### config.mk
export PLATFORM = sky130hd
export DESIGN_NAME = tpc_div_pipe
export DESIGN_NICKNAME = d
export VERILOG_FILES = /design/src/rtl/tpc_pkg.sv /design/src/rtl/tpc_div_pipe.sv
export SDC_FILE = /design/constraint.sdc
export NUM_CORES = 2
export LEC_CHECK = 0
export BUFFER_PORTS_ARGS = -buffer_cell sky130_fd_sc_hd__clkbuf_2
export CORE_ASPECT_RATIO = 0.75
export CORE_MARGIN = 2
export CORE_UTILIZATION = 40
export DETAILED_ROUTE_END_ITERATION = 8
export GPL_TIMING_DRIVEN = 0
export PLACE_DENSITY = 0.65
export RECOVER_POWER = 50
export SETUP_SLACK_MARGIN = 0.3
export SLEW_MARGIN = 20
export SYNTH_ARGS = -nofsm -noshare
export SYNTH_HDL_FRONTEND = slang
export SYNTH_SLANG_ARGS = --single-unit
### constraint.sdc
create_clock -name clk -period 8.4 [get_ports clk]
set_clock_uncertainty 0.05 [all_clocks]
set_input_delay 1.68 -clock clk [delete_from_list [all_inputs] [get_ports clk]]
set_output_delay 1.68 -clock clk [all_outputs]
set_load 0.02 [all_outputs]
### src/rtl/tpc_pkg.sv
// ============================================================================
// tpc_pkg
// Shared widths, register codes and divider stage type for the touch
// pressure calculator.
// ============================================================================
`default_nettype none

package tpc_pkg;

    // Field widths.
    localparam int SAMPLE_W   = 12;
    localparam int PLATE_W    = 12;
    localparam int THRESH_W   = 24;
    localparam int PRESSURE_W = 29;

    // Product widths: plate * x, then times |z2 - z1|, and threshold * z1.
    localparam int PX_W     = PLATE_W + SAMPLE_W;
    localparam int DIFF_W   = SAMPLE_W + 1;
    localparam int MAG_W    = PX_W + SAMPLE_W;
    localparam int LIMIT_W  = THRESH_W + SAMPLE_W;
    localparam int CMP_W    = LIMIT_W + 12;

    // The 256 of the divisor is taken off the dividend as a shift.
    localparam int DIV_SHIFT = 8;
    localparam int QUOT_W    = MAG_W - DIV_SHIFT;
    localparam int DIV_STEPS = QUOT_W;

    // Configuration port.
    localparam int CFG_INDEX_W = 1;
    localparam int CFG_DATA_W  = THRESH_W;

    localparam logic [CFG_INDEX_W-1:0] CFG_PLATE_RESISTANCE = 1'b0;
    localparam logic [CFG_INDEX_W-1:0] CFG_TOUCH_THRESHOLD  = 1'b1;

    localparam logic [PLATE_W-1:0]  PLATE_RESET  = 12'd400;
    localparam logic [THRESH_W-1:0] THRESH_RESET = 24'd1000;

    // One stage of the divider pipe, with the side data that rides along.
    // The word starts as the dividend and fills with quotient bits.
    typedef struct packed {
        logic                valid;
        logic [SAMPLE_W-1:0] rem;
        logic [QUOT_W-1:0]   word;
        logic [SAMPLE_W-1:0] divisor;
        logic                neg;
        logic                touched;
        logic                zero_div;
        logic [SAMPLE_W-1:0] x_pos;
        logic [SAMPLE_W-1:0] y_pos;
    } div_stage_t;

    // One restoring division step: bring down a dividend bit, subtract the
    // divisor if it fits, and shift the quotient bit in.
    function automatic div_stage_t div_step(div_stage_t s);
        div_stage_t          r;
        logic [SAMPLE_W:0]   trial;
        logic [SAMPLE_W:0]   diff;
        logic                fits;
        r     = s;
        trial = {s.rem, s.word[QUOT_W-1]};
        diff  = trial - {1'b0, s.divisor};
        fits  = (trial >= {1'b0, s.divisor});
        r.rem  = fits ? diff[SAMPLE_W-1:0] : trial[SAMPLE_W-1:0];
        r.word = {s.word[QUOT_W-2:0], fits};
        return r;
    endfunction

endpackage

`default_nettype wire

### src/rtl/tpc_div_pipe.sv
// ============================================================================
// tpc_div_pipe
// Pipelined restoring divider, one quotient bit per register stage.
// ============================================================================
`default_nettype none

module tpc_div_pipe (
    input  wire                      clk,
    input  wire                      rst_n,
    input  wire                      advance,
    input  wire tpc_pkg::div_stage_t stage_in,
    output tpc_pkg::div_stage_t      stage_out
);
    import tpc_pkg::*;

    div_stage_t stage_reg [DIV_STEPS];
    div_stage_t step_src  [DIV_STEPS];

    // Each stage takes the one before it; the first takes the pipe input.
    assign step_src[0] = stage_in;

    genvar i;
    generate
        for (i = 1; i < DIV_STEPS; i++) begin : g_src
            assign step_src[i] = stage_reg[i-1];
        end

        for (i = 0; i < DIV_STEPS; i++) begin : g_stage
            // The whole pipe moves together, or holds while the output stalls.
            always_ff @(posedge clk or negedge rst_n)
            begin
                if (!rst_n)
                begin
                    stage_reg[i] <= '0;
                end
                else if (advance)
                begin
                    stage_reg[i] <= div_step(step_src[i]);
                end
            end
        end
    endgenerate

    assign stage_out = stage_reg[DIV_STEPS-1];

endmodule

`default_nettype wire

==> Word level (Yosys, flattened, before mapping) <==
Index checks and enable logic that the tools add are counted.
{ "classes": {"shift": 0, "n_lt_le_gt_ge": 28, "reduce_logical": 0, "div_mod_pow": 0, "mux": 28, "addsub": 28, "n_eq_ne": 0, "bitwise_logic": 0, "mul": 0} }
{ "ops": {"columns": ["op", "count"], "rows": [
  ["$ge A13 B12 Y1", 28],
  ["$mux W12", 28],
  ["$sub A12 B12 Y12", 28]
]} }
{ "totals": {"n_memories": 0, "ram_bits": 0, "rom_bits": 0, "elab_cells": 336, "output_inout_bits": 80, "latchBits": 0, "reg_bits": 2240, "inputBits": 83} }

==> Longest topological paths before layout <==
{ "logic_depth": {"word_depth": 2, "depth_mapped": 11} }

==> Worst setup path after synthesis <==
OpenSTA, ideal clock, no wires.
{ "synth_timing": {"path_kind": "input to register", "start": "input stage_in[33] (netlist bit)", "end": "register stage_reg[2232] (netlist bit)", "path_slack_ps": 4707, "path_stages": 10, "setup_ps": 137, "t_arrival_ps": 3506, "cell_sequence": "inv_1 ha_1 a21o_1 a21o_1 a21oi_1 o21ai_0 a21oi_2 buf_2 mux2i_1 a21oi_1"} }
{ "synth_between": {"elab_chain_len": 2} }
{ "synth_lines": {"columns": ["element", "line", "rtl"], "rows": [
  ["start: declaration", "tpc_div_pipe.sv:11", "input wire tpc_pkg::div_stage_t stage_in,"],
  ["$ge A13 B12 Y1", "tpc_pkg.sv:62", "fits = (trial >= {1'b0, s.divisor});"],
  ["$mux W12", "tpc_pkg.sv:63", "r.rem = fits ? diff[SAMPLE_W-1:0] : trial[SAMPLE_W-1:0];"],
  ["end signal: indexed assignment", "tpc_div_pipe.sv:38", "stage_reg[i] <= div_step(step_src[i]);"],
  ["end: declaration", "tpc_div_pipe.sv:16", "div_stage_t stage_reg [DIV_STEPS];"]
]} }
No other way between the ends.
A chain may end at the register's enable or synchronous reset.

==> summary.md <==
| Metric | Value |
|---|---|
| Min-Delay Path Class | flip-flop to flip-flop |
| CTS Root Cell | sky130_fd_sc_hd__clkbuf_16 |
| Worst slack, placed | 2.39 ns |
| Clock Sinks | 2,240 |
| Largest area contributor in the synthesized netlist | sky130_fd_sc_hd__dfrtp_1 |
| Worst setup EP type | asynchronous set/reset pin |
| Synthesis-to-finish area growth | 13.0% |
| Cts bufs inserted | 230 |
| Clock slew at reported path FFs | 0.07 ns |
| Type of the worst setup path | primary input to asynchronous set/reset pin |
| Worst path setup slack after routing | 2.49 ns |
| Slowest library cell on the worst path | sky130_fd_sc_hd__clkbuf_2 |
| Global-route wire length before repair | 414,000 µm |
| Vias in the first global route | 66,700 |
| Mean Syn Cell Area | 12.0 µm² |
| Number of endpoints failing setup at the final stage | 0 |
| I/O pin cnt | 163 |
| Pin count of the biggest net entering global routing | 101 |
| Crit path time final | 5.91 ns |
| Unrepaired setup endpoints after global routing | no |
| Status | finished, violations left |
| Final Hold Viols | 0 |
| Count leader, synth | sky130_fd_sc_hd__dfrtp_1 |
| Clock Latency Late Sink | 0.95 ns |
| Fin. max-slew vios | 357 |
| Maximum fanout count along the critical path | 96 |
| Worst r2r path cells | 9 |
| Count of buffers from port buffering | 161 |
| Number of distinct library cells after synthesis | 78 |
| Die Width | 586 µm |
| Worst path buffer plus inverter count | 9 |
| Flip-flop count of the largest register, all copies and words added | 2,160 |
| Full die area | 258,000 µm² |
| Slew at the pin with the worst max-slew slack | 3.82 ns |
| Routed wire length | 266,000 µm |
| Standby leakage power | 50.1 nW |
| Top cell type's share of synthesized area | 55.2% |
| WP data required | 9.42 ns |
| Max clock buf depth | 4 |
| Endpoint of the most critical register-to-register path | stage_reg[2153] |
| Share of synthesized flip-flops with an asynchronous set or reset | 100% |
| Sequential cell area fraction in the yosys report | 55.2% |
| CTS Hold Bufs | 0 |
| Most prevalent standard cell on the critical path | sky130_fd_sc_hd__buf_16 |
| Number of H-tree branching levels | 4 |
| Post-cts repair resize count | 0 |
| Post-route ant nets | 0 |
| Hold endpoint | stage_reg[189] |
| Max VDD drop | 0.211 mV |
| DRC marker count from the first detailed-route iteration | 5,038 |
| Total power after layout | 44.6 mW |
| TritonCTS clock tree | yes |
| Average wire per standard cell | 21.3 µm |
| Max stage delay on crit path | 1.71 ns |
| Detailed placement HPWL | 200,000 µm |
| Maximum clock frequency | 169 MHz |
| Initial core utilization | 40.2% |
| Std-Cell Core Area | 253,000 µm² |
| Period Utilization, post-route | 70.3% |
| Net Count, Synth | 8,924 |
| Biggest area contributors in the synthesized netlist | sky130_fd_sc_hd__dfrtp_1, sky130_fd_sc_hd__mux2_2, sky130_fd_sc_hd__ha_1 |
| Relative slew slack | -155% |
| Crit path DAT | 6.92 ns |
| Kind of start point of the critical path | primary input |
| Count of state elements after synthesis | 2,240 |
| Origin of the worst min-delay path | stage_reg[269] |
| Number of warnings printed during yosys synthesis | 0 |
| Failing checks | capacitance limit, slew limit |
| Sum of negative setup slack | 0 ns |
| Layout filler cell count | 23,200 |
| Critical path's top delay family | buffers and inverters |
| Final core area utilization | 45.4% |
| Drt first pass iters | 5 |
| Remaining global-route overflow | 0 |
| Predominant post-synthesis flop cell | sky130_fd_sc_hd__dfrtp_1 |
| Total power per unit cell area | 389 nW/µm² |
| Number of enable flip-flop cells after synthesis | 0 |
| Routed via count | 66,600 |
| Launch point of the worst reg-to-reg path | stage_reg[2187] |
| Number of nets at the end of the flow | 9,350 |
| Buffer count from post-CTS setup fixing | 0 |
| Overall track demand over capacity in global routing | 20.6% |
| Rows | 160 |
| Commonest cells in the synthesized netlist | sky130_fd_sc_hd__dfrtp_1, sky130_fd_sc_hd__mux2_2, sky130_fd_sc_hd__o21ai_0, sky130_fd_sc_hd__nand2_1, sky130_fd_sc_hd__inv_1 |
| Syn Inst Count | 8,477 |
| Ratio of cells with drive above 1 in the final layout | 24.6% |
| Hold path depth | 2 |
| Count of maximum capacitance violations | 5 |
| Number of antenna violations at the first check in global routing | 14 |
| DR DRC count | 0 |
| Vias per inst | 5.33 |
| Global placement routability congestion | 0.914 |
| Die boundary height | 440 µm |
| Cell Area, Synth | 102,000 µm² |
| R2R Setup Slk | 4.94 ns |
| Critical Path, Cell by Cell | clkbuf_8 -> buf_16 -> buf_16 -> buf_16 -> buf_16 -> clkbuf_2 -> buf_16 -> buf_16 -> buf_16 |
## worst max-delay path by stage
stage / startpoint / endpoint / slack (ns) / depth (start not counted)
after floorplan: stage_in[33] / stage_reg[2232] / 4.71 / 10
after global placement: rst_n / stage_reg[2166] / -49.32 / 1
after detailed placement: advance / stage_out[72] / 2.39 / 6
after CTS: advance / stage_reg[553] / 3.36 / 6
after global routing: rst_n / stage_reg[2167] / 1.66 / 9
final: rst_n / stage_reg[2167] / 2.49 / 9
## report_power, final
group,internal [mW],switching (mW)
Combinational,7.82,8.41
Sequential,15.1,3.09
Clock,5.83,4.36
Total,28.8,15.9
## final cells by class
type / instances / area (µm²) / share of cell area (%)
Sequential cell: 2240 / 56100 / 48.8
Antenna cell: 4 / 10.0 / 0.00872
Clock inverter: 86 / 883 / 0.769
Clock buffer: 327 / 6630 / 5.77
Timing Repair Buffer: 194 / 1430 / 1.25
Tap cell: 3402 / 4260 / 3.71
Inverter: 457 / 1720 / 1.49
Multi-Input combinational cell: 5321 / 41800 / 36.4
Buffer: 459 / 2080 / 1.81
## per-stage QoR
stage	hold slack, ns	area [µm²]	std cells
after floorplan	0.399	102000	8477
after global placement	0.416	107000	12000
after detailed placement	0.417	108000	12100
after CTS	0.386	115000	12500
after global routing	0.428	115000	12500
final	0.416	115000	12500
## routing by layer
layer	vias to the layer above	wire length [µm]	track usage, %	share of wire [%]
li1	30700	-	-	-
met1	34000	133000	32.3	50
met2	1662	112000	29.9	42
met3	315	15300	3.15	5.8
met4	0	5850	4.46	2.2
met5	-	0	0	0
## logic make-up after synthesis
group           Yosys count  share of synthesized area (%)
fa+ha+maj               364                           4.69
xor+xnor                210                           1.81
buf+inv                 916                           3.70
compound gates         1561                           9.28
simple gates           1483                           6.63
flops                  2240                           55.2
mux                    1703                           18.7
## placed cells by master, fill, tap and decap left out, drive strengths merged, types with 130 or more instances in the layout
master | netlist | layout
nand3 | 130 | 130
a31oi | 145 | 145
xnor2 | 152 | 152
dfrtp | 2240 | 2240
ha | 336 | 336
inv | 457 | 464
a21oi | 340 | 340
clkbuf | 359 | 856
o21ai | 622 | 622
nand2 | 549 | 549
nor2 | 414 | 414
mux2 | 1579 | 1579
## worst min-delay path, stage by stage (launching register included)
cell and delay [ns]:
sky130_fd_sc_hd__dfrtp_1 0.39, sky130_fd_sc_hd__nand2_1 0.06, sky130_fd_sc_hd__o21ai_0 0.07
(Power assumes the default switching activity.)
